===== src/rtl/dfpb_pkg.sv =====
package dfpb_pkg;

	localparam int DEPTH_DEF     = 16;
	localparam int ADDR_BITS_DEF = 16;

	localparam int ACT_W   = 2;
	localparam int ADDR_W  = 16;
	localparam int STAMP_W = 32;
	localparam int LIMIT_W = 5;
	localparam int CNT_W   = 5;

	localparam logic [LIMIT_W-1:0] LIMIT_RESET = 5'd16;
	localparam logic [CNT_W-1:0]   CNT_MAX     = 5'd31;

	localparam logic [ACT_W-1:0] ACT_ADD = 2'd0;
	localparam logic [ACT_W-1:0] ACT_FWD = 2'd1;
	localparam logic [ACT_W-1:0] ACT_CNT = 2'd2;

endpackage


===== src/rtl/dedup_fifo_packet_buffer.sv =====
// Channel   Signals                                   Transfer
// command   start busy action src_addr dst_addr       start && !busy
//           stamp window_start window_end
// result    done ok out_src out_dst out_stamp         done (one cycle)
//           match_count
// config    cfg_valid cfg_ready cfg_data              cfg_valid && cfg_ready
//
// Transfer to result: one stored entry is read per cycle from the slot memory and
// checked by the duplicate and count comparators, then pointer update and, for an
// add, write-back.
// Reset clears pointers and fill level and sets the limit to 16; slot memory is not cleared.
// The result strobe cannot be stalled; busy drops in the cycle the result shows.
module dedup_fifo_packet_buffer #(
	parameter int DEPTH     = dfpb_pkg::DEPTH_DEF,
	parameter int ADDR_BITS = dfpb_pkg::ADDR_BITS_DEF
) (
	input  logic                          clk,
	input  logic                          arst_n,
	input  logic                          start,
	output logic                          busy,
	input  logic [dfpb_pkg::ACT_W-1:0]    action,
	input  logic [dfpb_pkg::ADDR_W-1:0]   src_addr,
	input  logic [dfpb_pkg::ADDR_W-1:0]   dst_addr,
	input  logic [dfpb_pkg::STAMP_W-1:0]  stamp,
	input  logic [dfpb_pkg::STAMP_W-1:0]  window_start,
	input  logic [dfpb_pkg::STAMP_W-1:0]  window_end,
	input  logic                          cfg_valid,
	output logic                          cfg_ready,
	input  logic [dfpb_pkg::LIMIT_W-1:0]  cfg_data,
	output logic                          done,
	output logic                          ok,
	output logic [dfpb_pkg::ADDR_W-1:0]   out_src,
	output logic [dfpb_pkg::ADDR_W-1:0]   out_dst,
	output logic [dfpb_pkg::STAMP_W-1:0]  out_stamp,
	output logic [dfpb_pkg::CNT_W-1:0]    match_count
);
	import dfpb_pkg::*;

	localparam int AW = (ADDR_BITS < ADDR_W) ? ADDR_BITS : ADDR_W;
	localparam int WW = 2 * AW + STAMP_W;
	localparam int HW = (DEPTH > 1) ? $clog2(DEPTH) : 1;
	localparam int FW = $clog2(DEPTH + 1);
	localparam int SW = FW + 1;

	localparam logic [1:0] ST_IDLE = 2'd0;
	localparam logic [1:0] ST_SCAN = 2'd1;
	localparam logic [1:0] ST_ADJ  = 2'd2;
	localparam logic [1:0] ST_WR   = 2'd3;

	logic [1:0]         state_q;
	logic [HW-1:0]      head_q;
	logic [FW-1:0]      fill_q;
	logic [FW-1:0]      k_q;
	logic [FW-1:0]      len_q;
	logic               rd_vld_s1;
	logic               dup_q;
	logic [CNT_W-1:0]   cnt_q;
	logic [LIMIT_W-1:0] limit_q;
	logic               done_q;

	logic [ACT_W-1:0]   act_q;
	logic [AW-1:0]      src_q;
	logic [AW-1:0]      dst_q;
	logic [STAMP_W-1:0] stamp_q;
	logic [STAMP_W-1:0] ws_q;
	logic [STAMP_W-1:0] we_q;

	logic               ok_q;
	logic [ADDR_W-1:0]  out_src_q;
	logic [ADDR_W-1:0]  out_dst_q;
	logic [STAMP_W-1:0] out_stamp_q;
	logic [CNT_W-1:0]   match_q;

	logic               accept;
	logic               issue;
	logic [FW-1:0]      lim_eff;
	logic [SW-1:0]      rd_sum;
	logic [SW-1:0]      rd_wrap;
	logic [HW-1:0]      rd_idx;
	logic [SW-1:0]      wr_sum;
	logic [SW-1:0]      wr_wrap;
	logic [HW-1:0]      wr_idx;
	logic [FW-1:0]      new_fill;
	logic [SW-1:0]      adv_sum;
	logic [SW-1:0]      adv_wrap;
	logic [SW-1:0]      adv;
	logic               mem_we;
	logic [WW-1:0]      rdata;
	logic [AW-1:0]      rd_src;
	logic [AW-1:0]      rd_dst;
	logic [STAMP_W-1:0] rd_stamp;
	logic               hit_dup;
	logic               hit_cnt;

	assign accept    = start && (state_q == ST_IDLE);
	assign busy      = (state_q != ST_IDLE);
	assign cfg_ready = 1'b1;
	assign issue     = (state_q == ST_SCAN) && (k_q != len_q);
	assign mem_we    = (state_q == ST_WR);

	always_comb begin
		if (limit_q == '0) begin
			lim_eff = FW'(1);
		end else if (32'(limit_q) > DEPTH) begin
			lim_eff = FW'(DEPTH);
		end else begin
			lim_eff = FW'(limit_q);
		end
	end

	assign rd_sum  = SW'(head_q) + SW'(k_q);
	assign rd_wrap = (rd_sum >= SW'(DEPTH)) ? rd_sum - SW'(DEPTH) : rd_sum;
	assign rd_idx  = HW'(rd_wrap);

	assign wr_sum  = SW'(head_q) + SW'(fill_q);
	assign wr_wrap = (wr_sum >= SW'(DEPTH)) ? wr_sum - SW'(DEPTH) : wr_sum;
	assign wr_idx  = HW'(wr_wrap);

	// add makes room under the limit, forward drops one
	always_comb begin
		new_fill = fill_q;
		if ((act_q == ACT_ADD) && (fill_q >= lim_eff)) begin
			new_fill = lim_eff - FW'(1);
		end else if ((act_q == ACT_FWD) && (fill_q != '0)) begin
			new_fill = fill_q - FW'(1);
		end
	end

	assign adv      = SW'(fill_q) - SW'(new_fill);
	assign adv_sum  = SW'(head_q) + adv;
	assign adv_wrap = (adv_sum >= SW'(DEPTH)) ? adv_sum - SW'(DEPTH) : adv_sum;

	assign rd_src   = rdata[WW-1 -: AW];
	assign rd_dst   = rdata[STAMP_W +: AW];
	assign rd_stamp = rdata[STAMP_W-1:0];

	assign hit_dup = (rd_src == src_q) && (rd_dst == dst_q) && (rd_stamp == stamp_q);
	assign hit_cnt = (rd_dst == dst_q) && (rd_stamp >= ws_q) && (rd_stamp <= we_q);

	dfpb_mem #(
		.WIDTH (WW),
		.DEPTH (DEPTH),
		.IDX_W (HW)
	) u_mem (
		.clk   (clk),
		.we    (mem_we),
		.waddr (wr_idx),
		.wdata ({src_q, dst_q, stamp_q}),
		.re    (issue),
		.raddr (rd_idx),
		.rdata (rdata)
	);

	always_ff @(posedge clk or negedge arst_n) begin
		if (!arst_n) begin
			state_q   <= ST_IDLE;
			head_q    <= '0;
			fill_q    <= '0;
			k_q       <= '0;
			len_q     <= '0;
			rd_vld_s1 <= 1'b0;
			dup_q     <= 1'b0;
			cnt_q     <= '0;
			limit_q   <= LIMIT_RESET;
			done_q    <= 1'b0;
		end else begin
			done_q <= 1'b0;
			if (cfg_valid) begin
				limit_q <= cfg_data;
			end
			unique case (state_q)
				ST_IDLE: begin
					if (start) begin
						state_q   <= ST_SCAN;
						k_q       <= '0;
						rd_vld_s1 <= 1'b0;
						dup_q     <= 1'b0;
						cnt_q     <= '0;
						if ((action == ACT_ADD) || (action == ACT_CNT)) begin
							len_q <= fill_q;
						end else if ((action == ACT_FWD) && (fill_q != '0)) begin
							len_q <= FW'(1);
						end else begin
							len_q <= '0;
						end
					end
				end
				ST_SCAN: begin
					rd_vld_s1 <= issue;
					if (issue) begin
						k_q <= k_q + FW'(1);
					end
					if (rd_vld_s1) begin
						if (hit_dup) begin
							dup_q <= 1'b1;
						end
						if (hit_cnt && (cnt_q != CNT_MAX)) begin
							cnt_q <= cnt_q + CNT_W'(1);
						end
					end
					if (!issue && !rd_vld_s1) begin
						state_q <= ST_ADJ;
					end
				end
				ST_ADJ: begin
					if ((act_q == ACT_ADD) && !dup_q) begin
						state_q <= ST_WR;
					end else begin
						state_q <= ST_IDLE;
						done_q  <= 1'b1;
					end
					if (!((act_q == ACT_ADD) && dup_q)) begin
						head_q <= HW'(adv_wrap);
						fill_q <= new_fill;
					end
				end
				ST_WR: begin
					fill_q  <= fill_q + FW'(1);
					state_q <= ST_IDLE;
					done_q  <= 1'b1;
				end
				default: begin
					state_q <= ST_IDLE;
				end
			endcase
		end
	end

	always_ff @(posedge clk) begin
		if (accept) begin
			act_q   <= action;
			src_q   <= src_addr[AW-1:0];
			dst_q   <= dst_addr[AW-1:0];
			stamp_q <= stamp;
			ws_q    <= window_start;
			we_q    <= window_end;
		end
		if (state_q == ST_ADJ) begin
			ok_q        <= 1'b0;
			out_src_q   <= '0;
			out_dst_q   <= '0;
			out_stamp_q <= '0;
			match_q     <= '0;
			if (act_q == ACT_FWD) begin
				if (fill_q != '0) begin
					ok_q        <= 1'b1;
					out_src_q   <= ADDR_W'(rd_src);
					out_dst_q   <= ADDR_W'(rd_dst);
					out_stamp_q <= rd_stamp;
				end
			end else if (act_q == ACT_CNT) begin
				match_q <= cnt_q;
			end
		end
		if (state_q == ST_WR) begin
			ok_q <= 1'b1;
		end
	end

	assign done        = done_q;
	assign ok          = ok_q;
	assign out_src     = out_src_q;
	assign out_dst     = out_dst_q;
	assign out_stamp   = out_stamp_q;
	assign match_count = match_q;

endmodule


===== src/rtl/dfpb_mem.sv =====
module dfpb_mem #(
	parameter int WIDTH = 64,
	parameter int DEPTH = 16,
	parameter int IDX_W = 4
) (
	input  logic             clk,
	input  logic             we,
	input  logic [IDX_W-1:0] waddr,
	input  logic [WIDTH-1:0] wdata,
	input  logic             re,
	input  logic [IDX_W-1:0] raddr,
	output logic [WIDTH-1:0] rdata
);

	logic [WIDTH-1:0] mem [DEPTH];
	logic [WIDTH-1:0] rdata_q;

	always_ff @(posedge clk) begin
		if (we) begin
			mem[waddr] <= wdata;
		end
	end

	always_ff @(posedge clk) begin
		if (re) begin
			rdata_q <= mem[raddr];
		end
	end

	assign rdata = rdata_q;

endmodule


===== config.mk =====
export PLATFORM = sky130hd
export DESIGN_NAME = dedup_fifo_packet_buffer
export DESIGN_NICKNAME = d
export VERILOG_FILES = /design/src/rtl/dfpb_pkg.sv /design/src/rtl/dedup_fifo_packet_buffer.sv /design/src/rtl/dfpb_mem.sv
export SDC_FILE = /design/constraint.sdc
export NUM_CORES = 1
export LEC_CHECK = 0
export BUFFER_PORTS_ARGS = -buffer_cell sky130_fd_sc_hd__buf_2
export CAP_MARGIN = 20
export CORE_ASPECT_RATIO = 0.8
export CORE_MARGIN = 10
export CORE_UTILIZATION = 61
export CTS_CLUSTER_DIAMETER = 30
export CTS_CLUSTER_SIZE = 14
export DETAILED_ROUTE_END_ITERATION = 16
export GPL_ROUTABILITY_DRIVEN = 0
export GPL_TIMING_DRIVEN = 0
export PLACE_DENSITY = 0.83
export SLEW_MARGIN = 40
export SYNTH_ARGS = -nofsm -noshare
export SYNTH_HDL_FRONTEND = slang
export SYNTH_SLANG_ARGS = --single-unit

===== constraint.sdc =====
create_clock -name clk -period 7.2 [get_ports clk]
set_input_delay 0.72 -clock clk [delete_from_list [all_inputs] [get_ports clk]]
set_output_delay 0.72 -clock clk [all_outputs]
set_load 0.1 [all_outputs]

==> metrics.cfg, run 1 <==
[worst_setup_path]
end_kind = flip-flop
cp.arrival_ns = 5.59
r2r_cells = 20
path_max_fanout = 8
slowest_stage = fa_1
path_delay_family = compound AO/OA/AOI/OAI gates
path_cells = nor3_1 -> nor2_1 -> nor2_1 -> ha_1 -> nand2b_1 -> a21o_1 -> a21o_1 -> a211oi_2 -> or2_2 -> buf_2 -> o21ai_0 -> fa_1 -> inv_1 -> ha_1 -> a21o_1 -> a21oi_1 -> xnor2_1 -> nor3_1 -> o21ai_0 -> o2111ai_1
cp.required_ns = 7.80
start_kind = flip-flop
crit_buf_inv = 2
critPathMaxStageDelay_ns = 0.58
critical_path_depth = 20
cp_common_cell = a21o_1
critical_path_class = reg -> reg

[yosys]
synth_area_um2 = 52010
synth_ff_type = edfxtp_1
async_flop_share = 0.02572
yosysSeqAreaShare = 0.7598
synth_warnings = 0
synth_cell_types = 61
synth-seq-cells = 1322
synth_enable_flop_cells = 1287
postSynthCellCount = 2728
avgSynthCellArea_um2 = 19.07
syn-num-nets = 2957

[route]
firstDrtPassIters = 6
wire_per_inst_um = 34.45
ant_nets = 0
via_count = 30920
drc = 0
wl_mm = 153.7
first_iter_violations = 4857
viasPerCell = 6.930

[finish]
fillers = 4236
final_cell_area_um2 = 62340
final_core_utilization = 0.7397
area_delta_synth_final_pct = 19.85
multi_input_area_um2 = 11850
nNetsFinal = 3425
drive_above_1_share = 0.2770
seq_area_um2 = 39520

[timing]
hold_ws_ns = 0.1012
fin_crit_sh = 0.6937
fin_ws_ns = 2.206
hold_violations = 0
setup_viol = 0
tightestPinTransition_ns = 0.9710
relSlewSlack = 0.3527
fin_worst_skew_ns = 0.04591
rsz0062_at_grt = no
fmax_ghz = 0.2002
slew_viol_final = 0
layout_min_cycle_time_ns = 4.995

[die]
start_util = 0.6172
core_area_um2 = 84270
die_height_um = 281.2
die_w_um = 346.5
dieArea_um2 = 97420
io_pins = 212
row_count = 95

[grt]
grt_pass1_wl_mm = 221.3
first_global_vias = 31960
grt_util_all_layers = 0.3158
grt_remaining_overflow = 0
antenna_found_initial = 6
grt_max_degree = 60

[clocking]
cts.sinks = 1322
clk_path_buf_depth = 3
clk_pin_slew_ns = 0.07
clock_latency_ns = 0.79
numCtsBuffers = 175
cts_tree = built
htreeDepth = 4
root_buffer = clkbuf_16

[power]
p_total_mw = 31.50
ir_drop_mv = 0.3363
p_per_area_nw_per_um2 = 505.3
leakage_nw = 21.95

[place]
dp_hpwl_mm = 89.08
preCtsSetupSlack_ns = 2.372
place_area_um2 = 56190
port_buffers = 210

[hold_path]
min_delay_path_depth = 1
hold_class = in -> reg

[flow_run]
drv_cap = 0

[status]
status = finished, final reports clean

==> worst reg2reg max path: stages, from the launching register on <==
cell,delay (ns)
dfrtp_1,0.43
nor3_1,0.21
nor2_1,0.06
nor2_1,0.21
ha_1,0.28
nand2b_1,0.14
a21o_1,0.18
a21o_1,0.18
a211oi_2,0.44
or2_2,0.19
buf_2,0.17
o21ai_0,0.19
fa_1,0.58
inv_1,0.07
ha_1,0.27
a21o_1,0.12
a21oi_1,0.08
xnor2_1,0.56
nor3_1,0.12
o21ai_0,0.23
o2111ai_1,0.14
==> placed cells by master, fill, tap and decap left out, types with 7 or more instances in the layout <==
master	n
a21o_1	16
a21oi_1	27
a31oi_1	65
and3_1	129
buf_16	29
buf_2	239
buf_8	47
bufinv_16	22
clkbuf_1	82
clkbuf_16	179
clkbuf_2	15
clkinv_1	18
clkinv_2	25
clkinv_4	13
clkinvlp_4	14
dfrtp_1	33
edfxtp_1	1287
ha_1	85
inv_1	88
inv_6	28
inv_8	12
mux4_2	256
nand2_1	300
nand3_1	16
nand4_1	18
nor2_1	34
nor2_4	16
nor2b_1	7
nor3_1	14
nor4_1	17
o21ai_0	22
xnor2_1	16
xor2_1	72
==> path summary, 6_finish.rpt <==
path,start,end,slack [ns]
worst max-delay path,limit_q[3]$_DFFE_PN0P_,head_q[3]$_DFFE_PN0P_,2.21
worst min-delay path,dst_addr[8],dst_q[8]$_DFFE_PP_,0.10
worst max register to register,limit_q[3]$_DFFE_PN0P_,head_q[3]$_DFFE_PN0P_,2.21
worst min register to register,len_q[3]$_DFFE_PN0P_,len_q[3]$_DFFE_PN0P_,0.52
max in group asynchronous,arst_n,limit_q[4]$_DFFE_PN1P_,6.35
min in group asynchronous,arst_n,cnt_q[2]$_DFFE_PN0P_,0.47
==> per-layer routing <==
metal / GRT usage / wire [um] / vias to the layer above
met3: 0.08934 / 19890 / 628
li1: - / - / 11850
met5: 0 / 60 / -
met2: 0.4973 / 72650 / 2949
met1: 0.3960 / 51860 / 15480
met4: 0.1788 / 9273 / 12
==> logic make-up (layout without fill, tap and decap cells) <==
kind of cell / count (synthesis) / in the layout / synth area share
mux: 264 / 264 / 0.1125
fa+ha+maj: 90 / 90 / 0.02237
buf+inv: 208 / 826 / 0.01578
compound gates: 169 / 169 / 0.02122
xor+xnor: 90 / 90 / 0.01515
flops: 1322 / 1322 / 0.7598
other cells: 1 / 2 / 0.00007210
simple gates: 584 / 584 / 0.05311
==> report_power, final <==
part	leakage, nW	internal (mW)	total [mW]	switching, mW
logic	6.86	4.27	11.6	7.34
clock network	2.96	5.44	9.10	3.66
registers	12.1	9.86	10.8	0.934
total	21.9	19.6	31.5	11.9
==> state kept, by name (all words and copies together), names as in the netlist, 16 cells and up, named ones only <==
name	cells
stamp_q	32
dst_q	16
src_q	16
out_dst	16
out_stamp	32
out_src	16
we_q	32
ws_q	32
u_mem.rdata	64
u_mem.mem	1024
==> Yosys cell counts, drive strengths merged, types with 2 or more instances <==
library cell	number	area share
edfxtp	1287	0.74
nand2	300	0.022
mux4	256	0.11
and3	129	0.016
inv	89	0.0064
ha	85	0.020
clkbuf	84	0.0061
xor2	73	0.012
a31oi	66	0.0079
nor2	50	0.0036
buf	34	0.0032
dfrtp	33	0.016
a21oi	27	0.0026
o21ai	23	0.0022
nor4	20	0.0024
nand4	18	0.0022
nand3	17	0.0017
xnor2	17	0.0029
a21o	16	0.0023
nor3	14	0.0013
and2	8	0.00096
a211oi	7	0.0011
nor2b	7	0.00084
nand3b	6	0.00087
or3	6	0.00072
fa	5	0.0019
mux2	5	0.0011
o211ai	4	0.00067
o31ai	4	0.00058
a211o	3	0.00053
a221oi	3	0.00051
a2bb2oi	3	0.00051
mux2i	3	0.00058
nand2b	3	0.00036
a221o	2	0.00038
a22o	2	0.00034
o2111ai	2	0.00034
o311ai	2	0.00034
or2	2	0.00024
or4b	2	0.00038
==> area by class of cell <==
type | count | share of cell area
Clock buffer | 190 | 0.07252
Timing Repair Buffer | 291 | 0.04199
Sequential cell | 1322 | 0.6339
Tap cell | 1115 | 0.02238
Multi-Input combinational cell | 1198 | 0.1901
Inverter | 90 | 0.005580
Clock inverter | 137 | 0.02535
Antenna cell | 1 | 0.00004014
Buffer | 118 | 0.008068
==> what timing repair did <==
item	in CTS	in global routing
endpoints found under the hold margin	0	33
setup buffers	0	0
resized for setup	0	0
hold buffers	0	1
==> through the flow <==
step | TNS, ns | cells
finish | 0 | 4462
CTS | 0 | 4459
global placement | -201.67 | 4053
floorplan | 0 | 2728
detailed placement | 0 | 4132
global route | 0 | 4461
No activity file was read; power rests on OpenSTA's default activity.
==> run 2, diff against run 1 <==
==> constraint.sdc (replaced) <==
create_clock -name clk -period 4.81 [get_ports clk]
set_input_delay 0.481 -clock clk [delete_from_list [all_inputs] [get_ports clk]]
set_output_delay 0.481 -clock clk [all_outputs]
set_load 0.1 [all_outputs]
==> metrics.cfg, run 2 (synthesis gave the netlist of run 1 again) <==
[status]
status = finished, final reports clean  ; unchanged

[finish]
area_delta_synth_final_pct = 23.48  ; was 19.85%
drive_above_1_share = 0.2696  ; was 0.2770
nNetsFinal = 3568  ; was 3425
layout_common_cells = edfxtp_1 (1287), nand2_1 (300), mux4_2 (256)  ; unchanged
final_core_utilization = 0.7621  ; was 0.7397
largest_reg_flops = 1024  ; unchanged
regMostFlops = u_mem.mem  ; unchanged
fillers = 3972  ; was 4236
final_cells = 4609  ; was 4462
final_common_cell = edfxtp_1  ; unchanged

[grt]
grt_pass1_wl_mm = 226.4  ; was 221.3 mm
grt_remaining_overflow = 0  ; unchanged
first_global_vias = 32740  ; was 31960
grt_util_all_layers = 0.3230  ; was 0.3158
grt_max_degree = 50  ; was 60
antenna_found_initial = 9  ; was 6

[clocking]
clock_latency_ns = 0.78  ; was 0.79 ns
clk_pin_slew_ns = 0.05  ; was 0.07 ns
htreeDepth = 4  ; unchanged
numCtsBuffers = 172  ; was 175
clk_path_buf_depth = 3  ; unchanged
cts_tree = built  ; unchanged
root_buffer = clkbuf_16  ; unchanged
cts.sinks = 1322  ; unchanged

[route]
wire_per_inst_um = 34.15  ; was 34.45 um
wl_met2_mm = 74.97  ; was 72.65 mm
via_count = 31440  ; was 30920
wl_met3_mm = 21.69  ; was 19.89 mm
drt-met1-wl_mm = 50.48  ; was 51.86 mm
firstDrtPassIters = 8  ; was 6
first_iter_violations = 4799  ; was 4857
wl_mm = 157.4  ; was 153.7 mm
route.top_layer_used = met5  ; unchanged
ant_nets = 0  ; unchanged
viasPerCell = 6.821  ; was 6.930
drc = 0  ; unchanged

[worst_setup_path]
cp.arrival_ns = 5.19  ; was 5.59 ns
r2r_cells = 21  ; was 20
r2r-end = head_q[3]$_DFFE_PN0P_  ; unchanged
endpoint = head_q[3]$_DFFE_PN0P_  ; unchanged
crit_path_start = limit_q[3]$_DFFE_PN0P_  ; unchanged
r2r-start = limit_q[3]$_DFFE_PN0P_  ; unchanged
end_kind = flip-flop  ; unchanged
cp.required_ns = 5.43  ; was 7.80 ns
r2r_slack_ns = 0.24  ; was 2.21 ns
critical_path_class = reg -> reg  ; unchanged
start_kind = flip-flop  ; unchanged
path_max_fanout = 8  ; unchanged

[power]
p_total_mw = 47.88  ; was 31.50 mW
ir_drop_mv = 0.4142  ; was 0.3363 mV
leakage_nw = 22.69  ; was 21.95 nW
switchingPower_mw = 17.99  ; was 11.93 mW
p_per_area_nw_per_um2 = 745.6  ; was 505.3 nW/um2
power_frac_comb = 0.369  ; about the same
intPower_mw = 29.89  ; was 19.57 mW
sw_frac_of_total = 0.3757  ; was 0.3786
pwr-share-seq = 0.338  ; was 0.343
clkPwrFrac = 0.293  ; was 0.289

[timing]
rsz0062_at_grt = no  ; unchanged
fmax_ghz = 0.2187  ; was 0.2002 GHz
fin_worst_skew_ns = 0.02917  ; was 0.04591 ns
setup_viol = 0  ; unchanged
hold_violations = 0  ; unchanged
tightestPinTransition_ns = 0.9720  ; was 0.9710 ns
setup_tns_ns = 0  ; unchanged
fin_crit_sh = 0.9508  ; was 0.6937
layout_min_cycle_time_ns = 4.573  ; was 4.995 ns
slew_viol_final = 0  ; unchanged
relSlewSlack = 0.3460  ; was 0.3527

[die]
io_pins = 212  ; unchanged
die_w_um = 346.5  ; unchanged
dieArea_um2 = 97420  ; unchanged
row_count = 95  ; unchanged
die_height_um = 281.2  ; unchanged
start_util = 0.6172  ; unchanged
core_area_um2 = 84270  ; unchanged

[place]
dpl.cell_count = 4141  ; was 4132
dp_hpwl_mm = 90.58  ; was 89.08 mm
port_buffers = 210  ; unchanged

[hold_path]
hold_class = in -> reg  ; unchanged

[flow_run]
drv_cap = 0  ; unchanged

run 2: cell type report:
class                      instances  area [um2]  area share
timing repair buffer             437        4263     0.06637
antenna                            7       17.52   0.0002727
buffer                           118       500.5    0.007793
clock buffer                     189        4484     0.06982
inverter                          90       347.8    0.005416
multi-input combinational       1198       11880      0.1850
tap                             1115        1395     0.02172
sequential                      1322       39520      0.6153
clock inverter                   133        1818     0.02831
run 2: routing by layer:
| layer | track usage | vias to the layer above |
|---|---|---|
| li1 | - | 12150 |
| met1 | 0.3902 | 15630 |
| met2 | 0.5152 | 3017 |
| met3 | 0.1006 | 628 |
| met4 | 0.1890 | 8 |
| met5 | 0 | - |
run 2: worst min-delay path by stage:
stage / startpoint / end / slack [ns] / depth (start not counted)
finish: cfg_valid / limit_q[3]$_DFFE_PN0P_ / 0.06 / 2
global route: cfg_valid / limit_q[3]$_DFFE_PN0P_ / 0.08 / 2
CTS: cfg_valid / limit_q[3]$_DFFE_PN0P_ / 0.03 / 2
detailed placement: ok$_SDFFE_PP1P_ / ok$_SDFFE_PP1P_ / 0.50 / 2
global placement: len_q[3]$_DFFE_PN0P_ / len_q[3]$_DFFE_PN0P_ / 0.48 / 2
floorplan: arst_n / asynchronous set/reset pin / 0.19 / 0
run 2: metrics by stage:
stage / instance area [um2] / hold WS [ns] / setup slack (ns)
after floorplan: 52020 / 0.1854 / 0.09639
final: 64220 / 0.05670 / 0.2368
after detailed placement: 56470 / 0.4986 / 0.03147
after global routing: 64220 / 0.07936 / 0.05162
after CTS: 64170 / 0.03269 / 0.05851
after global placement: 54470 / 0.4767 / -2.650
run 2: power by group through the flow:
stage | Clock [mW] | Sequential [mW] | Combinational (mW)
global placement | 0 | 16.3 | 14.8
detailed placement | 0 | 16.2 | 16.2
floorplan | 0 | 16.5 | 10.1
CTS | 14.0 | 16.1 | 17.3
global route | 14.5 | 16.2 | 18.4
finish | 14.0 | 16.2 | 17.7
run 2: critical path: stages, from the launching register on:
cell       delay, ns
dfrtp_1         0.43
nor3_1          0.19
nor2_1          0.08
nor2_2          0.16
ha_1            0.26
nand2b_1        0.15
a21o_1          0.18
a21o_1          0.20
a211oi_4        0.34
or2_2           0.17
buf_2           0.20
o21ai_2         0.11
fa_1            0.54
inv_1           0.06
ha_1            0.27
a21o_1          0.18
a21oi_2         0.21
xnor2_2         0.17
nand3b_1        0.13
a2bb2oi_1       0.08
nor3_1          0.19
o2111ai_1       0.14
run 2: timing repair:
action	CTS	global route
gates resized for setup	3	3
endpoints found under the setup margin	1	1
setup buffers	0	1
endpoints found under the hold margin	169	0
hold buffers	138	0
pin swaps	0	1
